**config.mk**
```make
export PLATFORM = sky130hd
export DESIGN_NAME = pcm16_diff_gain_tpdf_dither
export DESIGN_NICKNAME = d
export VERILOG_FILES = /design/src/hdl/pdgtd_pkg.sv /design/src/hdl/pdgtd_norm.sv /design/src/hdl/pcm16_diff_gain_tpdf_dither.sv
export SDC_FILE = /design/constraint.sdc
export NUM_CORES = 1
export LEC_CHECK = 0
export BUFFER_PORTS_ARGS = -buffer_cell sky130_fd_sc_hd__buf_4
export CORE_MARGIN = 2
export CORE_UTILIZATION = 25
export DETAILED_ROUTE_END_ITERATION = 10
export PLACE_DENSITY = 0.38
export SKIP_CTS_REPAIR_TIMING = 1
export SYNTH_ARGS = -nofsm -noshare
export SYNTH_HDL_FRONTEND = slang
export SYNTH_HIERARCHICAL = 1
export SYNTH_SLANG_ARGS = --single-unit
```
**constraint.sdc**
```tcl
create_clock -name clk_i -period 6.83 [get_ports clk_i]
set_input_delay 0.3415 -clock clk_i [delete_from_list [all_inputs] [get_ports clk_i]]
set_output_delay 0.3415 -clock clk_i [all_outputs]
set_load 0.01 [all_outputs]
```
**src/hdl/pdgtd_pkg.sv**
```systemverilog
// Shared type, constants and function of the PCM16 difference, gain and dither block.
package pdgtd_pkg;

  localparam int unsigned SMP_W      = 16;
  localparam int unsigned GAIN_W     = 20;
  localparam int unsigned NORM_W     = 42;
  localparam int unsigned NUM_W      = 56;
  localparam int unsigned QUO_W      = 41;
  localparam int unsigned REM_W      = 15;
  localparam int unsigned NORM_STEPS = 28;
  localparam int unsigned NORM_CNT_W = 5;
  localparam int unsigned ACC_W      = 63;
  localparam int unsigned DITH_W     = 25;
  localparam int unsigned DRAW_W     = 24;
  localparam int unsigned PROD_W     = 57;

  localparam logic [REM_W:0]    DIV_DEN    = 16'd32767;
  localparam logic [31:0]       GEN_SEED   = 32'h1234_5678;
  localparam logic [GAIN_W-1:0] GAIN_RESET = 20'd65536;

  typedef enum logic {
    REG_GAIN = 1'b0,
    REG_MUTE = 1'b1
  } reg_idx_e;

  function automatic logic [31:0] xs32_next(input logic [31:0] s);
    logic [31:0] x;
    x = s;
    x = x ^ (x << 13);
    x = x ^ (x >> 17);
    x = x ^ (x << 5);
    return x;
  endfunction

endpackage

```
**src/hdl/pdgtd_norm.sv**
```systemverilog
// Radix-4 normaliser: divides a non-negative sample by 32767 at 40 fractional bits.
module pdgtd_norm (
  input  logic                                  clk_i,
  input  logic                                  rst_ni,
  input  logic                                  start_i,
  input  logic signed [pdgtd_pkg::SMP_W-1:0]    sample_i,
  output logic                                  busy_o,
  output logic signed [pdgtd_pkg::NORM_W-1:0]   value_o
);

  logic                                  busy_q, busy_d;
  logic [pdgtd_pkg::NORM_CNT_W-1:0]      cnt_q, cnt_d;
  logic [pdgtd_pkg::NUM_W-1:0]           num_q, num_d;
  logic [pdgtd_pkg::REM_W-1:0]           rem_q, rem_d;
  logic [pdgtd_pkg::QUO_W-1:0]           quo_q, quo_d;
  logic signed [pdgtd_pkg::SMP_W-1:0]    smp_q, smp_d;
  logic [pdgtd_pkg::REM_W:0]             trial;

  always_comb begin
    busy_d = busy_q;
    cnt_d  = cnt_q;
    num_d  = num_q;
    rem_d  = rem_q;
    quo_d  = quo_q;
    smp_d  = smp_q;
    trial  = '0;
    if (start_i) begin
      busy_d = 1'b1;
      cnt_d  = '0;
      num_d  = {1'b0, sample_i[pdgtd_pkg::SMP_W-2:0], 26'd0, 14'h3FFF};
      rem_d  = '0;
      quo_d  = '0;
      smp_d  = sample_i;
    end else if (busy_q) begin
      for (int k = 0; k < 2; k++) begin
        trial = {rem_d, num_d[pdgtd_pkg::NUM_W-1]};
        num_d = num_d << 1;
        if (trial >= pdgtd_pkg::DIV_DEN) begin
          rem_d = pdgtd_pkg::REM_W'(trial - pdgtd_pkg::DIV_DEN);
          quo_d = {quo_d[pdgtd_pkg::QUO_W-2:0], 1'b1};
        end else begin
          rem_d = trial[pdgtd_pkg::REM_W-1:0];
          quo_d = {quo_d[pdgtd_pkg::QUO_W-2:0], 1'b0};
        end
      end
      cnt_d = cnt_q + 1'b1;
      if (cnt_q == pdgtd_pkg::NORM_CNT_W'(pdgtd_pkg::NORM_STEPS - 1)) begin
        busy_d = 1'b0;
      end
    end
  end

  always_ff @(posedge clk_i or negedge rst_ni) begin
    if (!rst_ni) begin
      busy_q <= 1'b0;
      cnt_q  <= '0;
    end else begin
      busy_q <= busy_d;
      cnt_q  <= cnt_d;
    end
  end

  always_ff @(posedge clk_i) begin
    num_q <= num_d;
    rem_q <= rem_d;
    quo_q <= quo_d;
    smp_q <= smp_d;
  end

  assign busy_o  = busy_q;
  assign value_o = smp_q[pdgtd_pkg::SMP_W-1]
                   ? (pdgtd_pkg::NORM_W'(smp_q) <<< 25)
                   : $signed({1'b0, quo_q});

endmodule

```
**src/hdl/pcm16_diff_gain_tpdf_dither.sv**
```systemverilog
// Top level of the PCM16 difference filter with gain, TPDF dither, clamp and rounding.
// An unmuted transaction passes through the radix-4 serial divider, the subtraction, the
// shift-add gain multiplier, clamping, rounding and hand-off; the next one is taken after hand-off.
// The result is offered, and the input made ready again, in the same cycle, once any earlier
// result is taken. A muted transaction goes straight to hand-off with a zero result.
// Reset is asynchronous and active low; it restores gain, mute, history and generator.
module pcm16_diff_gain_tpdf_dither (
  input  logic                                clk_i,
  input  logic                                rst_ni,
  input  logic                                in_valid_i,
  output logic                                in_ready_o,
  input  logic signed [pdgtd_pkg::SMP_W-1:0]  sample_in_i,
  output logic                                out_valid_o,
  input  logic                                out_ready_i,
  output logic signed [pdgtd_pkg::SMP_W-1:0]  sample_out_o,
  input  logic                                cfg_we_i,
  input  logic                                cfg_idx_i,
  input  logic [pdgtd_pkg::GAIN_W-1:0]        cfg_wdata_i
);

  typedef enum logic [10:0] {
    ST_IDLE  = 11'b000_0000_0001,
    ST_DRAW1 = 11'b000_0000_0010,
    ST_DRAW2 = 11'b000_0000_0100,
    ST_WAIT  = 11'b000_0000_1000,
    ST_SUB   = 11'b000_0001_0000,
    ST_MUL   = 11'b000_0010_0000,
    ST_CLAMP = 11'b000_0100_0000,
    ST_RND16 = 11'b000_1000_0000,
    ST_SCALE = 11'b001_0000_0000,
    ST_RND40 = 11'b010_0000_0000,
    ST_DONE  = 11'b100_0000_0000
  } state_e;

  localparam logic signed [pdgtd_pkg::ACC_W-1:0] AccOne = pdgtd_pkg::ACC_W'(1) << 56;

  state_e                                   state_q, state_d;
  logic [pdgtd_pkg::GAIN_W-1:0]             gain_q, gain_d;
  logic                                     mute_q, mute_d;
  logic [31:0]                              gen_q, gen_d;
  logic signed [pdgtd_pkg::NORM_W-1:0]      prev_q, prev_d;
  logic [4:0]                               cnt_q, cnt_d;
  logic                                     out_valid_q, out_valid_d;

  logic [pdgtd_pkg::DRAW_W-1:0]             r1_q, r1_d;
  logic signed [pdgtd_pkg::DITH_W-1:0]      dith_q, dith_d;
  logic signed [pdgtd_pkg::ACC_W-1:0]       mcand_q, mcand_d;
  logic [pdgtd_pkg::GAIN_W-1:0]             mplier_q, mplier_d;
  logic signed [pdgtd_pkg::ACC_W-1:0]       acc_q, acc_d;
  logic signed [pdgtd_pkg::NORM_W-1:0]      v40_q, v40_d;
  logic signed [pdgtd_pkg::PROD_W-1:0]      p_q, p_d;
  logic signed [pdgtd_pkg::SMP_W-1:0]       y_q, y_d;
  logic signed [pdgtd_pkg::SMP_W-1:0]       out_q, out_d;

  logic                                     norm_start;
  logic                                     norm_busy;
  logic signed [pdgtd_pkg::NORM_W-1:0]      norm_val;
  logic [31:0]                              draw;
  logic signed [pdgtd_pkg::NORM_W:0]        diff;
  logic                                     up16;
  logic                                     up40;

  pdgtd_norm u_norm (
    .clk_i    (clk_i),
    .rst_ni   (rst_ni),
    .start_i  (norm_start),
    .sample_i (sample_in_i),
    .busy_o   (norm_busy),
    .value_o  (norm_val)
  );

  assign draw = pdgtd_pkg::xs32_next(gen_q);
  assign diff = $signed({norm_val[pdgtd_pkg::NORM_W-1], norm_val})
              - $signed({prev_q[pdgtd_pkg::NORM_W-1], prev_q});
  assign up16 = (acc_q[15:0] > 16'h8000) || ((acc_q[15:0] == 16'h8000) && acc_q[16]);
  assign up40 = (p_q[39:0] > {1'b1, 39'd0}) || ((p_q[39:0] == {1'b1, 39'd0}) && p_q[40]);

  always_comb begin
    state_d     = state_q;
    gain_d      = gain_q;
    mute_d      = mute_q;
    gen_d       = gen_q;
    prev_d      = prev_q;
    cnt_d       = cnt_q;
    out_valid_d = out_valid_q;
    r1_d        = r1_q;
    dith_d      = dith_q;
    mcand_d     = mcand_q;
    mplier_d    = mplier_q;
    acc_d       = acc_q;
    v40_d       = v40_q;
    p_d         = p_q;
    y_d         = y_q;
    out_d       = out_q;
    norm_start  = 1'b0;

    if (cfg_we_i) begin
      unique case (pdgtd_pkg::reg_idx_e'(cfg_idx_i))
        pdgtd_pkg::REG_GAIN: gain_d = cfg_wdata_i;
        pdgtd_pkg::REG_MUTE: mute_d = cfg_wdata_i[0];
      endcase
    end

    if (out_valid_q && out_ready_i) begin
      out_valid_d = 1'b0;
    end

    unique case (state_q)
      ST_IDLE: begin
        if (in_valid_i) begin
          if (mute_q) begin
            y_d     = '0;
            state_d = ST_DONE;
          end else begin
            norm_start = 1'b1;
            state_d    = ST_DRAW1;
          end
        end
      end
      ST_DRAW1: begin
        gen_d   = draw;
        r1_d    = draw[pdgtd_pkg::DRAW_W-1:0];
        state_d = ST_DRAW2;
      end
      ST_DRAW2: begin
        gen_d   = draw;
        dith_d  = $signed({1'b0, r1_q}) - $signed({1'b0, draw[pdgtd_pkg::DRAW_W-1:0]});
        state_d = ST_WAIT;
      end
      ST_WAIT: begin
        if (!norm_busy) begin
          state_d = ST_SUB;
        end
      end
      ST_SUB: begin
        prev_d   = norm_val;
        mcand_d  = pdgtd_pkg::ACC_W'(diff);
        mplier_d = gain_q;
        acc_d    = pdgtd_pkg::ACC_W'(dith_q) <<< 17;
        cnt_d    = '0;
        state_d  = ST_MUL;
      end
      ST_MUL: begin
        if (mplier_q[0]) begin
          acc_d = acc_q + mcand_q;
        end
        mcand_d  = mcand_q <<< 1;
        mplier_d = mplier_q >> 1;
        cnt_d    = cnt_q + 1'b1;
        if (cnt_q == 5'(pdgtd_pkg::GAIN_W - 1)) begin
          state_d = ST_CLAMP;
        end
      end
      ST_CLAMP: begin
        if (acc_q > AccOne) begin
          acc_d = AccOne;
        end else if (acc_q < -AccOne) begin
          acc_d = -AccOne;
        end
        state_d = ST_RND16;
      end
      ST_RND16: begin
        v40_d   = pdgtd_pkg::NORM_W'(acc_q[pdgtd_pkg::ACC_W-1:16] + {46'd0, up16});
        state_d = ST_SCALE;
      end
      ST_SCALE: begin
        p_d     = (pdgtd_pkg::PROD_W'(v40_q) <<< 15) - pdgtd_pkg::PROD_W'(v40_q);
        state_d = ST_RND40;
      end
      ST_RND40: begin
        y_d     = pdgtd_pkg::SMP_W'(p_q[pdgtd_pkg::PROD_W-1:40] + {16'd0, up40});
        state_d = ST_DONE;
      end
      ST_DONE: begin
        if (!out_valid_q || out_ready_i) begin
          out_valid_d = 1'b1;
          out_d       = y_q;
          state_d     = ST_IDLE;
        end
      end
      default: state_d = ST_IDLE;
    endcase
  end

  always_ff @(posedge clk_i or negedge rst_ni) begin
    if (!rst_ni) begin
      state_q     <= ST_IDLE;
      gain_q      <= pdgtd_pkg::GAIN_RESET;
      mute_q      <= 1'b0;
      gen_q       <= pdgtd_pkg::GEN_SEED;
      prev_q      <= '0;
      cnt_q       <= '0;
      out_valid_q <= 1'b0;
    end else begin
      state_q     <= state_d;
      gain_q      <= gain_d;
      mute_q      <= mute_d;
      gen_q       <= gen_d;
      prev_q      <= prev_d;
      cnt_q       <= cnt_d;
      out_valid_q <= out_valid_d;
    end
  end

  always_ff @(posedge clk_i) begin
    r1_q     <= r1_d;
    dith_q   <= dith_d;
    mcand_q  <= mcand_d;
    mplier_q <= mplier_d;
    acc_q    <= acc_d;
    v40_q    <= v40_d;
    p_q      <= p_d;
    y_q      <= y_d;
    out_q    <= out_d;
  end

  assign in_ready_o   = (state_q == ST_IDLE);
  assign out_valid_o  = out_valid_q;
  assign sample_out_o = out_q;

endmodule

```
==> results of run 1 <==
==> layout make-up <==
type                    count  area, um^2
fillers                 13400       90400
multi-input cells        2384       16000
well taps                1662        2080
repair buffers            117         990
diodes                      1        2.50
flip-flops and latches    551       15200
clock buffers              91        1960
clock inverters            37         450
inverters                 150         563
==> through the flow <==
step / area [um^2] / hold WS, ns / worst slack [ns] / power [mW]
floorplan: 32200 / 0.0459 / 0.892 / 10.1
global placement: 34400 / 0.404 / 2.07 / 12.0
detailed placement: 34400 / 0.405 / 2.09 / 12.0
CTS: 36900 / -0.278 / 2.09 / 16.1
global route: 37200 / 0.0885 / 1.76 / 17.1
finish: 37200 / 0.114 / 2.20 / 15.8
==> worst max-delay path, stage by stage (launching register included) <==
cell	delay (ns)
dfrtp_1	0.44
or4_1	0.58
nor4_1	0.55
nand2_1	0.23
nor3b_2	0.19
buf_4	0.54
nand2_1	0.24
a32oi_4	0.81
buf_4	0.62
==> registers in the layout (all words and copies together), names as in the netlist <==
name / count
acc_q: 63
state_q: 11
gen_q: 32
v40_q: 42
u_norm/num_q: 36
dith_q: 25
mute_q: 1
y_q: 16
mplier_q: 20
r1_q: 24
u_norm/quo_q: 41
u_norm/smp_q: 16
u_norm/busy_o: 1
p_q: 56
sample_out_o: 16
u_norm/cnt_q: 5
prev_q: 42
cnt_q: 5
mcand_q: 63
out_valid_o: 1
u_norm/rem_q: 15
gain_q: 20
==> path summary, 6_finish.rpt <==
check                           start         endpoint  slack [ns]
hold reg to reg                y_q[5]  sample_out_o[5]        0.42
max in group asynchronous      rst_ni         cnt_q[1]        5.29
min in group asynchronous      rst_ni  u_norm/cnt_q[2]        0.30
hold / removal               cfg_we_i           mute_q        0.11
setup reg to reg           state_q[3]         acc_q[6]        2.20
setup / recovery           state_q[3]         acc_q[6]        2.20
==> cells in the mapped netlist (39+ instances only) <==
cell	n
a21o_1	95
a21oi_1	220
clkbuf_1	101
dfrtp_1	103
dfxtp_1	77
edfxtp_1	356
ha_1	177
inv_1	150
mux2_2	44
mux2i_1	59
nand2_1	330
nand3_1	61
nand4_1	61
nor2_1	277
nor2b_1	47
nor3_1	45
o21a_1	39
o21ai_0	198
xnor2_1	184
xor2_1	127
==> report_power, final <==
part           internal (mW)  switching, mW  total (mW)  leakage [nW]
Clock                   2.40           1.50        3.90          1.18
Combinational           2.89           4.02        6.91          8.21
Sequential              4.58          0.398        4.97          5.42
Total                   9.87           5.92        15.8          14.8
==> cells by family (layout without fill, tap and decap cells) <==
group	count (synthesis)	after routing	synth area share
and+or+nand+nor	1012	1012	0.151
AOI/OAI and AO/OA	777	777	0.153
DFF	551	551	0.473
xor gates and xnor gates	312	312	0.0852
buffers and inverters	276	395	0.0332
adders and majority gates	180	180	0.0707
muxes	103	103	0.0338
other	0	1	0
==> routing by layer <==
layer / GRT usage / share of wire / up-vias
met1: 0.175 / 0.47 / 11200
met2: 0.214 / 0.46 / 357
li1: - / - / 11700
met4: 0.0413 / 0.027 / 0
met3: 0.0222 / 0.034 / 130
met5: 0 / 0 / -
==> impl_metrics.ini, run 1 <==
[clock_network]
root_buffer = clkbuf_16
cts_tree = yes
clk_pin_slew_worst_paths_ns = 0.06
cts_buffers = 72
htree_levels = 3
clock-sinks = 551
ctsLongestPathBuffers = 3
clkLatencyLatePin_ns = 0.63

[synth]
avgSynthCellArea_um2 = 10.0
synth_async_sr_flop_share = 0.214
synthesis.area_um2 = 32200
yosysSeqAreaShare = 0.473
yosysTopAreaCellShare = 0.332
synth-warning-count = 6
ys.flop_type = edfxtp_1
syn-num-nets = 3433
synth.distinct_cells = 101
synth_edf_count = 356
ys_seq_elements = 551
synth_area_leaders = edfxtp_1, dfrtp_1, ha_1
syn-instance-count = 3211
yosysTopAreaCell = edfxtp_1

[floorplanning]
start_util = 0.252
fp.dieH_um = 363
ios = 60
rows = 131
core-area_um2 = 128000
die_x_um = 363
die_area_um2 = 132000

[cells_and_area]
drive_gt1_frac = 0.0889
mostFrequentLayoutCells = edfxtp_1, nand2_1, nor2_1, a21oi_1, o21ai_0
finalNetCount = 3498
area_delta_synth_final_pct = 15.7
fin_util = 0.292
final_common_cell = edfxtp_1
final_cells = 4993

[setup_path]
r2r_cells = 8
worstPathRequired_ns = 7.09
cp-end-kind = flip-flop
critPathLaunchType = flip-flop
path_class = reg2reg
path_max_fanout = 66
worstPathArrival_ns = 4.88

[timing]
finalCritPeriodShare = 0.678
rsz0062_at_grt = false
clock_skew_ns = 0.0352
worst_pin_slew_ns = 1.07
setup_viol = 0
drv_slew = 0
hold_violations = 0
clock.fmax_mhz = 216
fin_tns_setup_ns = 0
fin_crit_ns = 4.63
max_slew_margin = 0.283

[detailed_routing]
dr.pass1.iters = 5
via_per_inst = 4.68
drt_wl_total_um = 86600
drc = 0
via_count = 23400
drt_iter0_markers = 1188
wl_per_cell_um = 17.3
ant_nets = 0

[worst_hold_path]
min-delay-path-class = in2reg
hold_path_depth = 3

[place]
dp_hpwl_um = 63100
dp_cells = 4826
gp_congestion = 0.832
io_buffers = 59

[power]
peakVddDrop_mv = 0.299
power.leakage_nw = 14.8
p_per_area_nw_per_um2 = 424

[global_routing]
grt-ovfl-total = 0
grt_pass1_vias = 23400
grt_start_max_net_pins = 165
antenna_found_initial = 0
grt_pass1_wl_um = 136000
grtUsageTotal = 0.131

[run_status]
outcome = completed

[flow_run]
cap_violations = 0
Note: power is estimated with default switching activity, not from simulation.
==> run 2, diff against run 1 <==
==> constraint.sdc (replaced) <==
create_clock -name clk_i -period 4.4 [get_ports clk_i]
set_input_delay 0.22 -clock clk_i [delete_from_list [all_inputs] [get_ports clk_i]]
set_output_delay 0.22 -clock clk_i [all_outputs]
set_load 0.01 [all_outputs]
==> impl_metrics.ini, run 2 (same netlist as run 1, synthesis figures left out) <==
[power]
p_per_area_nw_per_um2 = 656
switchingPower_mw = 9.24
clkPwrFrac = 0.242
p_int_mw = 15.4
swShare = 0.375
combPwrFrac = 0.444
power.leakage_nw = 15.0
seq_power_share = 0.314
peakVddDrop_mv = 0.424

[timing]
setup_viol = 0
whs_ns = 0.0451
max_slew_margin = 0.290
clock.fmax_mhz = 243
layout_setup_ws_ns = 0.290
fin_crit_ns = 4.11
clock_skew_ns = 0.0271
drv_slew = 0
worst_pin_slew_ns = 1.06
hold_violations = 0
rsz0062_at_grt = false
finalCritPeriodShare = 0.934
fin_tns_setup_ns = 0

[cells_and_area]
fin_area_um2 = 37600
drive_gt1_frac = 0.0999
reg.largest.list = acc_q (63), mcand_q (63), p_q (56)
multi_input_area_um2 = 16000
register_area_um2 = 15200
n_fill_cell = 13400
fin_util = 0.294
final_common_cell = edfxtp_1
area_delta_synth_final_pct = 16.9
finalNetCount = 3540
diodes = 0
mostFrequentLayoutCells = edfxtp_1, nand2_1, nor2_1, a21oi_1, o21ai_0

[detailed_routing]
drt_iter0_markers = 1207
ant_nets = 0
via_per_inst = 4.64
dr.pass1.iters = 5
wl_per_cell_um = 17.3
via_count = 23400
drt_wl_total_um = 87300
drc = 0

[floorplanning]
start_util = 0.252
die_x_um = 363
fp.dieH_um = 363
core-area_um2 = 128000
ios = 60
die_area_um2 = 132000
rows = 131

[setup_path]
path_delay_family = compound AO/OA/AOI/OAI gates
critPathLaunchType = flip-flop
path_class = reg2reg
slowest_delay_ns = 0.56
crit_top_cell = a21oi_1
cp-end-kind = flip-flop
r2r_setup_slack_ns = 0.29
reg2reg_from = gen_q[9]
path_max_fanout = 4
r2r_end = dith_q[23]
worstPathRequired_ns = 4.77
path_buf_inv = 1
worstPathArrival_ns = 4.48
cpMaxStageDelayCell = dfstp_2
r2r_cells = 15
crit_chain = xor2_1 > xnor2_1 > inv_1 > xnor2_1 > ha_1 > o21a_1 > o21ai_0 > a21oi_1 > o41ai_1 > nand2_1 > a211o_1 > a311o_1 > a21oi_1 > a21oi_1 > xor2_1

[global_routing]
grt-ovfl-total = 0
grtUsageTotal = 0.132
grt_start_max_net_pins = 121
grt_pass1_wl_um = 138000
antenna_found_initial = 1
grt_pass1_vias = 23800

[clock_network]
clk_pin_slew_worst_paths_ns = 0.06
clkLatencyLatePin_ns = 0.65
htree_levels = 3
cts_tree = yes
root_buffer = clkbuf_16
ctsLongestPathBuffers = 3
clock-sinks = 551
cts_buffers = 73

[worst_hold_path]
worstHoldStart = in_valid_i
hold_path_depth = 3
holdPathEnd = state_q[0]
min-delay-path-class = in2reg

[place]
pre_cts_ws_ns = 0.285
gp_congestion = 0.821
dp_hpwl_um = 64800
placed_area_um2 = 34800
io_buffers = 59

[run_status]
outcome = completed

[flow_run]
cap_violations = 0
[run 2: final cells by class]
| class | instances | share of cell area |
|---|---|---|
| timing repair buffer | 158 | 0.0362 |
| clock inverter | 37 | 0.00998 |
| clock buffer | 95 | 0.0535 |
| inverter | 150 | 0.0150 |
| multi-input combinational | 2384 | 0.425 |
| tap | 1662 | 0.0553 |
| sequential | 551 | 0.404 |
[run 2: metrics by stage]
| stage | cells | total power [mW] |
|---|---|---|
| global placement | 4866 | 19.0 |
| global route | 5037 | 26.5 |
| finish | 5037 | 24.6 |
| floorplan | 3211 | 15.7 |
| detailed placement | 4866 | 18.9 |
| CTS | 4998 | 25.0 |
[run 2: power by group through the flow]
stage / Clock [mW] / Sequential [mW] / Combinational [mW]
floorplan: 0 / 7.59 / 8.12
global placement: 0 / 7.84 / 11.1
detailed placement: 0 / 7.84 / 11.0
CTS: 6.20 / 7.74 / 11.1
global route: 6.37 / 7.84 / 12.3
finish: 5.96 / 7.74 / 10.9
[run 2: worst min-delay path: cells and delay by family]
family	cells	cell delay [ns]
buffers and inverters	1	0.15
AO/OA/AOI/OAI	1	0.10
AND/OR/NAND/NOR	1	0.20
[run 2: per-layer routing]
layer	part of all wire	up-vias	GRT usage
met3	0.025	122	0.0170
met4	0.025	0	0.0389
met5	0	-	0
met1	0.49	11100	0.182
met2	0.46	288	0.215
li1	-	11800	-
[run 2: worst max path at each step]
stage	endpoint	start	slack [ns]	cells after the start
CTS	dith_q[23]	gen_q[9]	0.26	15
global placement	dith_q[23]	gen_q[9]	0.30	15
floorplan	mcand_q[0]	state_q[3]	0.06	7
detailed placement	dith_q[23]	gen_q[9]	0.28	15
global route	dith_q[23]	gen_q[9]	0.02	15
finish	dith_q[23]	gen_q[9]	0.29	15
